===== src/rtl/urf_pkg.sv =====
// ----------------------------------------------------------------------------
// urf_pkg: shared types and constants of the ultrasonic range filter
// Counter width, register indexes, status codes, sequencer step kinds and the
// fixed-point reciprocals used for the centimeter conversion and the average.
// ----------------------------------------------------------------------------
package urf_pkg;

    localparam int COUNTER_WIDTH = 17;
    localparam logic [COUNTER_WIDTH-1:0] CNT_MAX = {COUNTER_WIDTH{1'b1}};

    // configuration register indexes (cfg_addr)
    localparam logic [1:0] REG_GAP     = 2'd0;
    localparam logic [1:0] REG_TRIG    = 2'd1;
    localparam logic [1:0] REG_TIMEOUT = 2'd2;
    localparam logic [1:0] REG_MAXDIST = 2'd3;

    // result status codes (m_tuser)
    localparam logic [1:0] ST_NONE    = 2'd0;
    localparam logic [1:0] ST_DIST    = 2'd1;
    localparam logic [1:0] ST_TIMEOUT = 2'd2;
    localparam logic [1:0] ST_RANGE   = 2'd3;

    // what the sequencer saw on one tick
    localparam logic [1:0] KIND_IDLE     = 2'd0;
    localparam logic [1:0] KIND_TIMEOUT  = 2'd1;
    localparam logic [1:0] KIND_ECHO_END = 2'd2;

    // floor(us*343/20000) == (us * CM_RECIP) >> CM_SHIFT for every 16-bit us
    localparam logic [25:0] CM_RECIP = 26'd36829345;
    localparam int          CM_SHIFT = 31;

    // floor(x/10) == (x * DIV10_RECIP) >> DIV10_SHIFT for every 14-bit x
    localparam logic [14:0] DIV10_RECIP = 15'd26215;
    localparam int          DIV10_SHIFT = 18;

    typedef struct packed {
        logic        trig;
        logic [1:0]  kind;
        logic [15:0] pulse_width;
    } seq_step_t;

endpackage


===== src/rtl/urf_sequencer.sv =====
// ----------------------------------------------------------------------------
// urf_sequencer: trigger / echo timing state machine
// Advances one tick per accepted word; reports trigger level, timeouts and
// the measured echo width at the falling edge.
// ----------------------------------------------------------------------------
module urf_sequencer (
    input  logic                 aclk,
    input  logic                 aresetn,
    input  logic                 step_en,
    input  logic                 echo,
    input  logic [16:0]          gap_ticks,
    input  logic [7:0]           trigger_ticks,
    input  logic [15:0]          timeout_ticks,
    output urf_pkg::seq_step_t   step
);

    localparam logic [1:0] PH_GAP  = 2'd0;
    localparam logic [1:0] PH_TRIG = 2'd1;
    localparam logic [1:0] PH_RISE = 2'd2;
    localparam logic [1:0] PH_MEAS = 2'd3;

    logic [1:0]                          phase_reg, phase_next;
    logic [urf_pkg::COUNTER_WIDTH-1:0]   cnt_reg, cnt_next;
    logic [15:0]                         pw_reg, pw_next;
    logic [urf_pkg::COUNTER_WIDTH-1:0]   trig_base, trig_inc;
    logic                                gap_done;

    always_comb begin
        gap_done  = (cnt_reg >= gap_ticks) || (cnt_reg == urf_pkg::CNT_MAX);
        // gap end falls straight into the first trigger tick
        trig_base = (phase_reg == PH_GAP) ? '0 : cnt_reg;
        trig_inc  = (trig_base == urf_pkg::CNT_MAX) ? trig_base
                                                    : trig_base + 1'b1;

        phase_next       = phase_reg;
        cnt_next         = cnt_reg;
        pw_next          = pw_reg;
        step.trig        = 1'b0;
        step.kind        = urf_pkg::KIND_IDLE;
        step.pulse_width = pw_reg;

        unique case (phase_reg)
            PH_GAP, PH_TRIG: begin
                if (phase_reg == PH_GAP && !gap_done) begin
                    cnt_next = cnt_reg + 1'b1;
                end else begin
                    step.trig = 1'b1;
                    if (trig_inc >= {{(urf_pkg::COUNTER_WIDTH-8){1'b0}}, trigger_ticks}) begin
                        phase_next = PH_RISE;
                        cnt_next   = '0;
                    end else begin
                        phase_next = PH_TRIG;
                        cnt_next   = trig_inc;
                    end
                end
            end
            PH_RISE: begin
                if (echo) begin
                    phase_next = PH_MEAS;
                    pw_next    = 16'd1;
                    cnt_next   = '0;
                end else if (cnt_reg >= {{(urf_pkg::COUNTER_WIDTH-16){1'b0}}, timeout_ticks}) begin
                    step.kind  = urf_pkg::KIND_TIMEOUT;
                    phase_next = PH_GAP;
                    cnt_next   = '0;
                end else begin
                    cnt_next = cnt_reg + 1'b1;
                end
            end
            PH_MEAS: begin
                if (echo) begin
                    if (pw_reg >= timeout_ticks) begin
                        step.kind  = urf_pkg::KIND_TIMEOUT;
                        phase_next = PH_GAP;
                        cnt_next   = '0;
                        pw_next    = '0;
                    end else begin
                        pw_next = pw_reg + 1'b1;
                    end
                end else begin
                    step.kind  = urf_pkg::KIND_ECHO_END;
                    phase_next = PH_GAP;
                    cnt_next   = '0;
                    pw_next    = '0;
                end
            end
            default: begin
                phase_next = PH_GAP;
                cnt_next   = '0;
            end
        endcase
    end

    always_ff @(posedge aclk) begin
        if (!aresetn) begin
            phase_reg <= PH_GAP;
            cnt_reg   <= '0;
            pw_reg    <= '0;
        end else if (step_en) begin
            phase_reg <= phase_next;
            cnt_reg   <= cnt_next;
            pw_reg    <= pw_next;
        end
    end

endmodule


===== src/rtl/urf_filter.sv =====
// ----------------------------------------------------------------------------
// urf_filter: three-entry distance ring with weighted sum
// sum = 5*newest + 3*middle + 2*oldest, newest being the value pushed now.
// ----------------------------------------------------------------------------
module urf_filter (
    input  logic        aclk,
    input  logic        aresetn,
    input  logic        push_en,
    input  logic [9:0]  raw,
    output logic [13:0] sum
);

    logic [9:0] ring_reg [0:2];
    logic [1:0] pos_reg, pos_next;
    logic [9:0] mid_val, old_val;

    always_comb begin
        case (pos_reg)
            2'd1: begin
                mid_val  = ring_reg[0];
                old_val  = ring_reg[2];
                pos_next = 2'd2;
            end
            2'd2: begin
                mid_val  = ring_reg[1];
                old_val  = ring_reg[0];
                pos_next = 2'd0;
            end
            default: begin
                mid_val  = ring_reg[2];
                old_val  = ring_reg[1];
                pos_next = 2'd1;
            end
        endcase
        sum = 14'({raw, 2'b00}) + 14'(raw)
            + 14'({mid_val, 1'b0}) + 14'(mid_val)
            + 14'({old_val, 1'b0});
    end

    always_ff @(posedge aclk) begin
        if (!aresetn) begin
            ring_reg[0] <= '0;
            ring_reg[1] <= '0;
            ring_reg[2] <= '0;
            pos_reg     <= '0;
        end else if (push_en) begin
            case (pos_reg)
                2'd1:    ring_reg[1] <= raw;
                2'd2:    ring_reg[2] <= raw;
                default: ring_reg[0] <= raw;
            endcase
            pos_reg <= pos_next;
        end
    end

endmodule


===== src/rtl/ultrasonic_range_filter_top.sv =====
// ----------------------------------------------------------------------------
// ultrasonic_range_filter_top: echo ranging with weighted moving average
// Drives an ultrasonic trigger, times the echo, converts to centimeters and
// smooths accepted readings with a 5/3/2 weighted three-tap average.
// ----------------------------------------------------------------------------
// Each input word is one microsecond tick carrying the sampled echo level, and
// each input word produces exactly one output word: the trigger level for that
// tick plus a status (nothing, new filtered distance, timeout, out of range).
// The block takes one word per clock while the output is not stalled. Four register
// stages (sequencer step, centimeter multiply, range check with ring update and
// weighted sum, divide-by-ten multiply) hold up to four words; an accepted word
// moves through them in that order and is offered on the output from the last.
// While a result waits on the output the input keeps taking words until all four
// stages are full, and s_tready follows m_tready combinationally through the stage chain.
// Configuration registers (cfg_addr): 0 gap_ticks, 1 trigger_ticks,
// 2 timeout_ticks, 3 max_distance; write them only while the block is idle.
// ----------------------------------------------------------------------------
module ultrasonic_range_filter_top (
    input  logic        aclk,
    input  logic        aresetn,
    // input word stream
    input  logic        s_tvalid,
    output logic        s_tready,
    input  logic [7:0]  s_tdata,      // [0] echo
    // result word stream
    output logic        m_tvalid,
    input  logic        m_tready,
    output logic [23:0] m_tdata,      // [0] trigger, [10:1] raw_distance, [20:11] distance
    output logic [1:0]  m_tuser,      // [1:0] status
    // configuration writes
    input  logic        cfg_we,
    input  logic [1:0]  cfg_addr,
    input  logic [16:0] cfg_wdata
);

    // ---------------- configuration registers ----------------
    logic [16:0] gap_ticks_reg;
    logic [7:0]  trigger_ticks_reg;
    logic [15:0] timeout_ticks_reg;
    logic [9:0]  max_distance_reg;

    always_ff @(posedge aclk) begin
        if (!aresetn) begin
            gap_ticks_reg     <= 17'd100000;
            trigger_ticks_reg <= 8'd10;
            timeout_ticks_reg <= 16'd20000;
            max_distance_reg  <= 10'd400;
        end else if (cfg_we) begin
            unique case (cfg_addr)
                urf_pkg::REG_GAP:     gap_ticks_reg     <= cfg_wdata;
                urf_pkg::REG_TRIG:    trigger_ticks_reg <= cfg_wdata[7:0];
                urf_pkg::REG_TIMEOUT: timeout_ticks_reg <= cfg_wdata[15:0];
                urf_pkg::REG_MAXDIST: max_distance_reg  <= cfg_wdata[9:0];
                default:              ;
            endcase
        end
    end

    // ---------------- pipeline handshake ----------------
    // Each stage loads when it is empty or its successor takes its word.
    logic s1_valid_reg, s2_valid_reg, s3_valid_reg, s4_valid_reg;
    logic rdy1, rdy2, rdy3, rdy4;
    logic in_accept;

    assign rdy4      = !s4_valid_reg || m_tready;
    assign rdy3      = !s3_valid_reg || rdy4;
    assign rdy2      = !s2_valid_reg || rdy3;
    assign rdy1      = !s1_valid_reg || rdy2;
    assign s_tready  = rdy1;
    assign in_accept = s_tvalid && rdy1;

    always_ff @(posedge aclk) begin
        if (!aresetn) begin
            s1_valid_reg <= 1'b0;
            s2_valid_reg <= 1'b0;
            s3_valid_reg <= 1'b0;
            s4_valid_reg <= 1'b0;
        end else begin
            if (rdy1) s1_valid_reg <= s_tvalid;
            if (rdy2) s2_valid_reg <= s1_valid_reg;
            if (rdy3) s3_valid_reg <= s2_valid_reg;
            if (rdy4) s4_valid_reg <= s3_valid_reg;
        end
    end

    // ---------------- stage 1: sequencer step ----------------
    urf_pkg::seq_step_t seq_step;
    urf_pkg::seq_step_t s1_step_reg;

    urf_sequencer u_seq (
        .aclk          (aclk),
        .aresetn       (aresetn),
        .step_en       (in_accept),
        .echo          (s_tdata[0]),
        .gap_ticks     (gap_ticks_reg),
        .trigger_ticks (trigger_ticks_reg),
        .timeout_ticks (timeout_ticks_reg),
        .step          (seq_step)
    );

    always_ff @(posedge aclk) begin
        if (in_accept) s1_step_reg <= seq_step;
    end

    // ---------------- stage 2: width to centimeters ----------------
    // one multiply by the fixed-point reciprocal of 20000/343
    logic [41:0] cm_prod;
    logic [10:0] cm_full;
    logic [9:0]  cm_sat;
    logic        s2_trig_reg;
    logic [1:0]  s2_kind_reg;
    logic [9:0]  s2_raw_reg;

    always_comb begin
        cm_prod = 42'(s1_step_reg.pulse_width) * 42'(urf_pkg::CM_RECIP);
        cm_full = cm_prod[urf_pkg::CM_SHIFT +: 11];
        cm_sat  = cm_full[10] ? 10'h3FF : cm_full[9:0];   // clamp to 1023
    end

    always_ff @(posedge aclk) begin
        if (s1_valid_reg && rdy2) begin
            s2_trig_reg <= s1_step_reg.trig;
            s2_kind_reg <= s1_step_reg.kind;
            s2_raw_reg  <= cm_sat;
        end
    end

    // ---------------- stage 3: range check, ring push, weighted sum ----------------
    logic        in_range;
    logic        push_en;
    logic [13:0] filt_sum;
    logic [1:0]  s2_status;
    logic [9:0]  s2_raw_out;
    logic        s3_trig_reg;
    logic [1:0]  s3_status_reg;
    logic [9:0]  s3_raw_reg;
    logic [13:0] s3_sum_reg;

    always_comb begin
        in_range   = (s2_raw_reg != 10'd0) && (s2_raw_reg < max_distance_reg);
        s2_raw_out = '0;
        case (s2_kind_reg)
            urf_pkg::KIND_TIMEOUT:  s2_status = urf_pkg::ST_TIMEOUT;
            urf_pkg::KIND_ECHO_END: begin
                s2_status  = in_range ? urf_pkg::ST_DIST : urf_pkg::ST_RANGE;
                s2_raw_out = s2_raw_reg;
            end
            default:                s2_status = urf_pkg::ST_NONE;
        endcase
    end

    // ring advances only on a good reading, exactly once per word
    assign push_en = s2_valid_reg && rdy3 && (s2_status == urf_pkg::ST_DIST);

    urf_filter u_filt (
        .aclk    (aclk),
        .aresetn (aresetn),
        .push_en (push_en),
        .raw     (s2_raw_reg),
        .sum     (filt_sum)
    );

    always_ff @(posedge aclk) begin
        if (s2_valid_reg && rdy3) begin
            s3_trig_reg   <= s2_trig_reg;
            s3_status_reg <= s2_status;
            s3_raw_reg    <= s2_raw_out;
            s3_sum_reg    <= filt_sum;
        end
    end

    // ---------------- stage 4: divide by ten, output register ----------------
    logic [28:0] avg_prod;
    logic [9:0]  avg_dist;
    logic        out_trig_reg;
    logic [1:0]  out_status_reg;
    logic [9:0]  out_raw_reg;
    logic [9:0]  out_dist_reg;

    always_comb begin
        avg_prod = 29'(s3_sum_reg) * 29'(urf_pkg::DIV10_RECIP);
        avg_dist = (s3_status_reg == urf_pkg::ST_DIST)
                 ? avg_prod[urf_pkg::DIV10_SHIFT +: 10] : 10'd0;
    end

    always_ff @(posedge aclk) begin
        if (s3_valid_reg && rdy4) begin
            out_trig_reg   <= s3_trig_reg;
            out_status_reg <= s3_status_reg;
            out_raw_reg    <= s3_raw_reg;
            out_dist_reg   <= avg_dist;
        end
    end

    assign m_tvalid = s4_valid_reg;
    assign m_tuser  = out_status_reg;
    assign m_tdata  = {3'b000, out_dist_reg, out_raw_reg, out_trig_reg};

    // ---------------- assertions ----------------
    // an empty output stage means the input side can never be stalled
    a_ready_when_empty: assert property (@(posedge aclk) disable iff (!aresetn)
        !m_tvalid |-> s_tready)
        else $error("input stalled with empty output stage");

    // filtered distance only accompanies a new-distance status
    a_dist_only_with_status: assert property (@(posedge aclk) disable iff (!aresetn)
        (m_tvalid && m_tuser != urf_pkg::ST_DIST) |-> (m_tdata[20:11] == 10'd0))
        else $error("distance nonzero without new-distance status");

    // raw distance is zero on idle and timeout words
    a_raw_zero: assert property (@(posedge aclk) disable iff (!aresetn)
        (m_tvalid && (m_tuser == urf_pkg::ST_NONE || m_tuser == urf_pkg::ST_TIMEOUT))
        |-> (m_tdata[10:1] == 10'd0))
        else $error("raw distance nonzero on idle or timeout word");

    // a trigger tick never carries a report
    a_trig_quiet: assert property (@(posedge aclk) disable iff (!aresetn)
        (m_tvalid && m_tdata[0]) |-> (m_tuser == urf_pkg::ST_NONE))
        else $error("report issued during trigger pulse");

endmodule

===== config.mk =====
export PLATFORM = sky130hd
export DESIGN_NAME = ultrasonic_range_filter_top
export DESIGN_NICKNAME = d
export VERILOG_FILES = /design/src/rtl/urf_pkg.sv /design/src/rtl/urf_sequencer.sv /design/src/rtl/urf_filter.sv /design/src/rtl/ultrasonic_range_filter_top.sv
export SDC_FILE = /design/constraint.sdc
export NUM_CORES = 1
export LEC_CHECK = 0
export BUFFER_PORTS_ARGS = -buffer_cell sky130_fd_sc_hd__buf_2
export CAP_MARGIN = 20
export CELL_PAD_IN_SITES_DETAIL_PLACEMENT = 0
export CELL_PAD_IN_SITES_GLOBAL_PLACEMENT = 2
export CORE_MARGIN = 5
export CORE_UTILIZATION = 46
export DETAILED_ROUTE_END_ITERATION = 8
export PLACE_DENSITY_LB_ADDON = 0.08
export SYNTH_ARGS = -nofsm -noshare
export SYNTH_HDL_FRONTEND = slang
export SYNTH_HIERARCHICAL = 1
export SYNTH_SLANG_ARGS = --single-unit

===== constraint.sdc =====
create_clock -name aclk -period 13.69 [get_ports aclk]
set_clock_uncertainty 0.2 [all_clocks]
set_input_delay 1.369 -clock aclk [delete_from_list [all_inputs] [get_ports aclk]]
set_output_delay 1.369 -clock aclk [all_outputs]
set_load 0.03 [all_outputs]

### Yosys cells after proc, flatten, opt, wreduce, memory -nomap -nowiden

Memories as Yosys holds them, arrays and structs flattened.
Cells that the tools add are included.

* memory bits (writable): 30
* memories kept: 1
* word-level logic and storage cells: 139
* register bits: 174
* output and inout bits: 28
* input bits: 32

* $add $sub $neg: 7
* $mul: 2
* bitwise gates (word level): 3
* equal/unequal tests: 18
* reduce and logical (&&, ||, !) cells: 30
* multiplexer cells: 47
* order comparisons: 5

Memories
* u_filt.ring_reg: depth 3, bits a word 10, rd ports 3, clocked after memory_dff 0, write ports 3, line urf_filter.sv:13 `logic [9:0] ring_reg [0:2];`

Operator list (count)
* two-way mux 17 bit: 8
* case mux 17 bit (3 select lines): 1
* two-way mux 16 bit: 3
* multiplier 16 x 26 -> 42 bit, second input constant: 1
* case mux 10 bit (2 select lines): 2
* adder 17 x 1 -> 17 bit, second input constant: 2
* equality test 17 bit, second input constant: 2
* case mux 16 bit (2 select lines): 1
* two-way mux 10 bit: 3
* adder 14 x 11 -> 14 bit: 2
* multiplier 14 x 15 -> 28 bit, second input constant: 1
* two-way mux 2 bit: 9
* >= comparator 17 x 16 -> 1 bit: 1
* >= comparator 17 bit: 1
* >= comparator 17 x 8 -> 1 bit: 1
* adder 16 x 1 -> 16 bit, second input constant: 1
* >= comparator 16 bit: 1
* two-way mux 1 bit: 16
* adder 14 x 10 -> 14 bit: 1
* adder 12 x 10 -> 13 bit: 1
* equality test 2 x 1 -> 1 bit, second input constant: 6
* equality test 2 bit, second input constant: 6
* case mux 2 bit (2 select lines): 3
* less-than comparator 10 bit: 1
* 14 further kinds: 38

### Longest topological paths before layout

Gate-level depths: netlist of the first run.

* word-level depth: 10
* depth in mapped cells: 21
* mapped depth without buffers: 21

### Cells and area by module

Netlist of the first run, hierarchy kept.

Modules (own cells, without submodules)
* ultrasonic_range_filter_top: cells each 1275, area an instance 13638.1 um^2, instances 1
* urf_sequencer: cells each 499, area an instance 3722.3 um^2, instances 1
* urf_filter: cells each 263, area an instance 2706.3 um^2, instances 1

### Worst setup path after synthesis of the first run

OpenSTA, ideal clock, no wires.

* kind: register to register
* from: register s1_step_reg[10] in the netlist's numbering
* to: register s2_raw_reg[6] (data pin)
* data arrival time: 5.746 ns
* data required time: 13.236 ns
* setup time: 0.254 ns
* cell stages (with the launch flop): 20
* setup slack: 7.490 ns
* cells stage by stage: edfxtp_1 > fa_1 > inv_1 > fa_1 > fa_1 > inv_1 > fa_1 > inv_1 > fa_1 > fa_1 > inv_1 > ha_1 > nand4_1 > nor3_1 > nand2_1 > a2111oi_4 > o31ai_4 > o21ai_4 > xnor2_4 > a21bo_1

* longest elaborated chain between the ends: 1

Ends and longest elaborated chain
* start, declared: line ultrasonic_range_filter_top.sv:88 `urf_pkg::seq_step_t s1_step_reg;`
* start signal, assigned: line ultrasonic_range_filter_top.sv:102 `if (in_accept) s1_step_reg <= seq_step;`
* multiplier 16 x 26 -> 42 bit: line ultrasonic_range_filter_top.sv:115 `cm_prod = 42'(s1_step_reg.pulse_width) * 42'(urf_pkg::CM_RECIP);`
* end signal, assigned: line ultrasonic_range_filter_top.sv:124 `s2_raw_reg <= cm_sat;`
* end, declared: line ultrasonic_range_filter_top.sv:112 `logic [9:0] s2_raw_reg;`

No other way between the ends.
A chain may end at the register's enable or synchronous reset.

### Final worst setup path of the first run

* from: register s1_step_reg[10] in the netlist's numbering
* to: register s2_raw_reg[1] (data pin)

The elaborated chain is that of the path after synthesis.

==> impl_metrics.py, run 1 <==
metrics = {
    "status": {
        "status": "complete, no violations",
    },
    "critical_path": {
        "cp_slowest_cell": "fa_1",
        "crit_type": "reg2reg",
        "startpoint_type": "flip-flop",
        "crit_top_cell": "fa_1",
        "crit_path_max_incr_delay_ns": 0.75,
        "crit_fanout": 7,
        "required_ns": 13.75,
        "cp_cell_sequence": "fa_1 > inv_1 > fa_1 > fa_1 > inv_1 > fa_1 > inv_1 > fa_1 > fa_1 > inv_1 > ha_1 > nand3_1 > nor4_1 > nand3_1 > nor2_1 > a21boi_0 > o31a_1 > o21ai_0",
        "arrival_ns": 7.16,
        "startpoint": "s1_step_reg[10]$_DFFE_PP_",
        "critPathCaptureType": "flip-flop",
        "worstReg2RegStart": "s1_step_reg[10]$_DFFE_PP_",
    },
    "logic_synthesis": {
        "ys_types": 84,
        "synth_area_leader_cell": "ha_1",
        "synth.cell_area_um2": 20100,
        "seq_area_frac_synth": 0.259,
        "synth_edf_count": 112,
        "ys.flop_type": "edfxtp_1",
        "muxShareOfSynthArea": 0.00717,
        "synth_top_area_share": 0.212,
        "synthSimpleGateAreaFrac": 0.113,
        "synth_top_family_by_area": "adder cells",
        "yosys_register_bits": 204,
        "synth_compound_area_frac": 0.109,
        "async_flop_share": 0,
        "syn_inst": 2037,
        "ys_warn_count": 6,
        "syn_area_per_cell_um2": 9.85,
        "synthXorXnorAreaFrac": 0.0210,
        "synth_area_leaders": "ha_1 21%, fa_1 19%, edfxtp_1 17%",
        "synth_fa_ha_area_frac": 0.402,
    },
    "layout": {
        "fin_util": 0.506,
        "area_growth_pct": 8.60,
        "nets": 2639,
        "fillCellCount": 4056,
        "largest_register_ffs": 30,
        "layout_commonest_cell": "inv_1",
        "drive_above_1_share": 0.0692,
        "diodes": 0,
        "final_cell_mix": "421 x inv_1, 340 x ha_1, 190 x fa_1, 158 x nand2_1, 112 x edfxtp_1",
    },
    "sta": {
        "fmax_mhz": 141,
        "setup_viol": 0,
        "hold_slack_ns": 0.214,
        "relSlewSlack": 0.353,
        "min_period_ns": 7.10,
        "fin_crit_sh": 0.519,
        "rsz0062_at_grt": "false",
        "fin_tns_setup_ns": 0,
        "worstMarginPinSlew_ns": 0.964,
        "hold_viol": 0,
        "slew_violations": 0,
    },
    "placed_design": {
        "routabilityCongestion": 0.826,
        "hpwl_um": 37800,
        "io_buffers": 49,
    },
    "power_and_ir_drop": {
        "power.total_mw": 4.35,
        "pwr-share-clk": 0.149,
        "switching_share": 0.453,
        "peakVddDrop_uv": 411,
        "p_seq_frac": 0.174,
        "p_per_area_nw_per_um2": 200,
        "power_frac_comb": 0.677,
        "internal_power_mw": 2.38,
        "power.leakage_nw": 10.5,
        "p_sw_mw": 1.97,
    },
    "global_route": {
        "track_usage": 0.201,
        "grt_overflow": 0,
        "grt_pass1_vias": 14372,
        "grt_max_degree": 64,
        "antenna_found_initial": 1,
        "grt_pass1_wl_um": 77200,
    },
    "hold_path": {
        "holdCritPathClass": "reg2reg",
        "worstHoldStart": "s3_raw_reg[3]$_SDFFCE_PN0P_",
    },
    "floorplanning": {
        "row_count": 76,
        "dieHeight_um": 219,
        "initial_core_util": 0.466,
        "core_um2": 43100,
        "die_w_um": 219,
        "ios": 60,
        "die-area_um2": 47900,
    },
    "detailed_routing": {
        "initialDrtViolationCount": 655,
        "wl_per_cell_um": 17.4,
        "antenna_left": 0,
        "post-route-drc-count": 0,
        "first_pass_iters": 6,
        "drt-total-wl_um": 46600,
        "vias": 13780,
        "post_drt_via_cell_ratio": 5.14,
    },
    "clock_network": {
        "cts_sinks": 204,
        "ctsHoldBuffers": 0,
        "cts_max_level": 1,
        "cts_resized": 0,
        "clock_latency_ns": 0.53,
        "clockBufferDepth": 3,
        "clk_pin_slew_ns": 0.06,
        "cts_root_buf": "clkbuf_16",
        "cts_buffers": 23,
        "cts_tree": "done",
        "post_cts_buffers": 0,
    },
    "job": {
        "cap_violations": 0,
    },
}
==> power groups by stage <==
stage	clock network [mW]	logic [mW]	registers, mW
after floorplan	0	2.26	0.763
after global placement	0	2.96	0.773
after detailed placement	0	2.99	0.773
after CTS	0.665	3.03	0.761
after global routing	0.694	3.46	0.763
final	0.648	2.95	0.758
==> metal layers <==
| layer | global-route usage | vias up | wire [µm] | share of wire |
|---|---|---|---|---|
| met5 | 0 | - | 0 | 0 |
| met4 | 0.0253 | 0 | 635 | 0.014 |
| met3 | 0.0247 | 42 | 1420 | 0.031 |
| met2 | 0.341 | 149 | 22300 | 0.48 |
| met1 | 0.285 | 6703 | 22300 | 0.48 |
| li1 | - | 6886 | - | - |
==> cells by family after synthesis <==
group                      Yosys count
muxes                               14
DFF                                204
and+or+nand+nor                    460
AOI/OAI and AO/OA                  314
adders and majority gates          530
other                                1
buffers and inverters              468
xor gates and xnor gates            46
==> worst max-delay path, delay by kind of cell, from the launching register on <==
family / cells / cell delay [ns]
AOI/OAI and AO/OA: 3 / 0.94
buffers and inverters: 4 / 0.24
adders and majority gates: 7 / 3.63
DFF: 1 / 0.62
and+or+nand+nor: 4 / 1.19
==> final cells by class <==
cell class,count,area [µm²],area share
Multi-Input combinational cell,1367,13100,0.602
Inverter,421,1580,0.0725
Clock inverter,12,134,0.00614
Timing Repair Buffer,60,369,0.0169
Sequential cell,204,5200,0.239
Clock buffer,30,663,0.0304
Tap cell,585,732,0.0336
==> synth_stat cells, drive strengths merged (4+ instances only) <==
cell	count
nand4	21
nand3	55
nand4b	4
and2	17
a21boi	37
a31oi	10
or4	6
a21o	23
nor2b	19
buf	12
or2	15
and3	29
dfxtp	92
nand2	158
mux2i	11
a22oi	22
xor2	22
nor3	14
xnor2	24
o21ai	50
o31ai	6
nor4	7
edfxtp	112
o21a	17
nor3b	4
or3	5
fa	190
clkbuf	35
a21oi	79
a211oi	14
and4	5
nor2	87
nand2b	8
a2111oi	9
o211ai	14
ha	340
inv	421
a211o	4
o31a	4
==> per-stage QoR <==
step | std cells | area [µm²] | worst slack, ns
final | 2679 | 21800 | 6.59
after global placement | 2633 | 20900 | 6.58
after global routing | 2679 | 21800 | 6.22
after detailed placement | 2634 | 21000 | 6.58
after CTS | 2676 | 21700 | 6.58
after floorplan | 2039 | 20100 | 7.49
==> path summary, 6_finish.rpt <==
| check | to | cells past startpoint | slack [ns] |
|---|---|---|---|
| worst max-delay path | s2_raw_reg[1]$_SDFFCE_PP1P_ | 18 | 6.59 |
| worst min-delay path | out_raw_reg[3]$_DFFE_PP_ | 0 | 0.21 |
| worst max register to register | s2_raw_reg[1]$_SDFFCE_PP1P_ | 18 | 6.59 |
| worst min register to register | out_raw_reg[3]$_DFFE_PP_ | 0 | 0.21 |
(Power assumes the default switching activity.)
==> run 2, diff against run 1 <==
Settings changed: CORE_UTILIZATION 46 to 38.
Clock period 13.69 ns to 6 ns, I/O delays scaled along.
==> impl_metrics.py, run 2 (synthesis results as in run 1) <==
metrics = {
    "status": {
        "status": "finished with violations",
        "violations": "negative setup slack",
    },
    "detailed_routing": {
        "post-route-drc-count": 0,
        "initialDrtViolationCount": 523,
        "antenna_left": 0,
        "wl_per_cell_um": 17.7,
        "vias": 14217,
        "first_pass_iters": 5,
        "post_drt_via_cell_ratio": 4.92,
        "drt-total-wl_um": 51100,
    },
    "critical_path": {
        "startpoint": "s1_step_reg[11]$_DFFE_PP_",
        "r2r_cells": 20,
        "worstReg2RegStart": "s1_step_reg[11]$_DFFE_PP_",
        "r2r_end": "s2_raw_reg[6]$_SDFFCE_PP1P_",
        "r2r_setup_slack_ns": -0.03,
        "arrival_ns": 6.14,
        "crit_type": "reg2reg",
        "crit_fanout": 6,
        "required_ns": 6.11,
        "startpoint_type": "flip-flop",
        "critPathCaptureType": "flip-flop",
    },
    "global_route": {
        "grt_pass1_wl_um": 82500,
        "grt_overflow": 0,
        "antenna_found_initial": 1,
        "track_usage": 0.181,
        "grt_pass1_vias": 14977,
        "grt_max_degree": 52,
    },
    "sta": {
        "fin_crit_sh": 1.01,
        "min_period_ns": 6.03,
        "hold_slack_ns": 0.0965,
        "fmax_mhz": 166,
        "fin_tns_setup_ns": -0.101,
        "setup_viol": 6,
        "worstMarginPinSlew_ns": 1.01,
        "fin_ws_ns": -0.0341,
        "slew_violations": 0,
        "rsz0062_at_grt": "true",
        "relSlewSlack": 0.318,
        "hold_viol": 0,
    },
    "clock_network": {
        "cts_buffers": 25,
        "clock_latency_ns": 0.55,
        "ctsHoldBuffers": 0,
        "clockBufferDepth": 3,
        "cts_max_level": 1,
        "cts_sinks": 204,
        "cts_root_buf": "clkbuf_16",
        "cts_tree": "done",
        "clk_pin_slew_ns": 0.06,
    },
    "power_and_ir_drop": {
        "power.total_mw": 11.7,
        "power.leakage_nw": 11.1,
        "p_per_area_nw_per_um2": 506,
        "peakVddDrop_uv": 752,
    },
    "floorplanning": {
        "die-area_um2": 57500,
        "initial_core_util": 0.383,
        "ios": 60,
        "dieHeight_um": 240,
        "row_count": 84,
        "core_um2": 52400,
        "die_w_um": 240,
    },
    "placed_design": {
        "routabilityCongestion": 0.808,
        "hpwl_um": 41300,
        "io_buffers": 49,
    },
    "layout": {
        "seqCellArea_um2": 5200,
        "drive_above_1_share": 0.137,
        "area_growth_pct": 15.1,
        "layout_commonest_cell": "inv_1",
        "diodes": 0,
        "nets": 2743,
        "multiInputGateArea_um2": 13400,
        "final_cell_mix": "412 x inv_1, 326 x ha_1, 181 x fa_1, 155 x nand2_1, 112 x edfxtp_1",
        "largest_register_ffs": 30,
        "fillCellCount": 5107,
    },
    "hold_path": {
        "worstHoldStart": "cfg_wdata[14]",
        "holdCritPathClass": "in2reg",
        "hold_path_end": "timeout_ticks_reg[14]$_SDFFE_PN1P_",
        "min_path_cells": 3,
    },
    "job": {
        "cap_violations": 0,
    },
}
## run 2: cell count changes in the layout (fill, tap and decap cells not counted), sizes merged
cell,previous run,this run
buf,59,162
bufinv,2,6
clkbuf,31,30
clkinv,6,7
inv,424,423
## run 2: per-layer routing
layer	track usage	routed length [µm]	up-vias
met2	0.314	24300	135
met4	0.0280	863	0
li1	-	-	7116
met5	0	0	-
met1	0.249	24700	6914
met3	0.0205	1180	52
## run 2: timing repair
action                     in CTS  in global routing
buffers inserted                8                  2
hold endpoints to repair        0                  0
gates resized for setup        35                 27
gates cloned                    0                  0
pin swaps                      46                 29
setup endpoints to repair      14                 19
## run 2: critical path, stage by stage (launching register included)
cell and delay [ns]:
edfxtp_1 0.41, fa_2 0.51, buf_6 0.14, ha_1 0.27, inv_1 0.05, fa_1 0.53, inv_1 0.06, fa_1 0.53
inv_1 0.05, fa_1 0.47, fa_1 0.54, inv_1 0.04, ha_1 0.29, nand4_1 0.18, nor3_2 0.25, nand2_1 0.13
a2111oi_4 0.47, o31ai_4 0.11, o21ai_4 0.18, xnor2_4 0.17, a21bo_1 0.23
## run 2: worst max-delay path by stage
stage | end | slack [ns]
final | s2_raw_reg[6]$_SDFFCE_PP1P_ | -0.03
after global routing | s2_raw_reg[6]$_SDFFCE_PP1P_ | -0.28
after CTS | s2_raw_reg[6]$_SDFFCE_PP1P_ | -0.1
after detailed placement | s2_raw_reg[6]$_SDFFCE_PP1P_ | -0.20
after global placement | s2_raw_reg[7]$_SDFFCE_PP1P_ | -0.22
after floorplan | s2_raw_reg[9]$_SDFFCE_PP1P_ | -0.04
## run 2: area by class of cell
class / count / area share
multi-input cells: 1367 / 0.581
flip-flops and latches: 204 / 0.225
inverters: 421 / 0.0684
repair buffers: 162 / 0.0483
well taps: 688 / 0.0373
clock buffers: 30 / 0.0288
clock inverters: 16 / 0.0109
## run 2: through the flow
step / std cells / setup slack [ns] / util / cell area [µm²]
final: 2888 / -0.0341 / 0.440 / 23100
after global routing: 2888 / -0.277 / 0.440 / 23100
after CTS: 2885 / -0.0984 / 0.437 / 22900
after detailed placement: 2831 / -0.202 / 0.415 / 21800
after global placement: 2831 / -0.219 / 0.415 / 21800
after floorplan: 2039 / -0.0441 / - / 20100
## run 2: power by group
group          switching, mW  internal, mW  total, mW
logic                   4.48          3.82       8.30
registers             0.0749          1.63       1.71
clock network          0.633          1.05       1.69
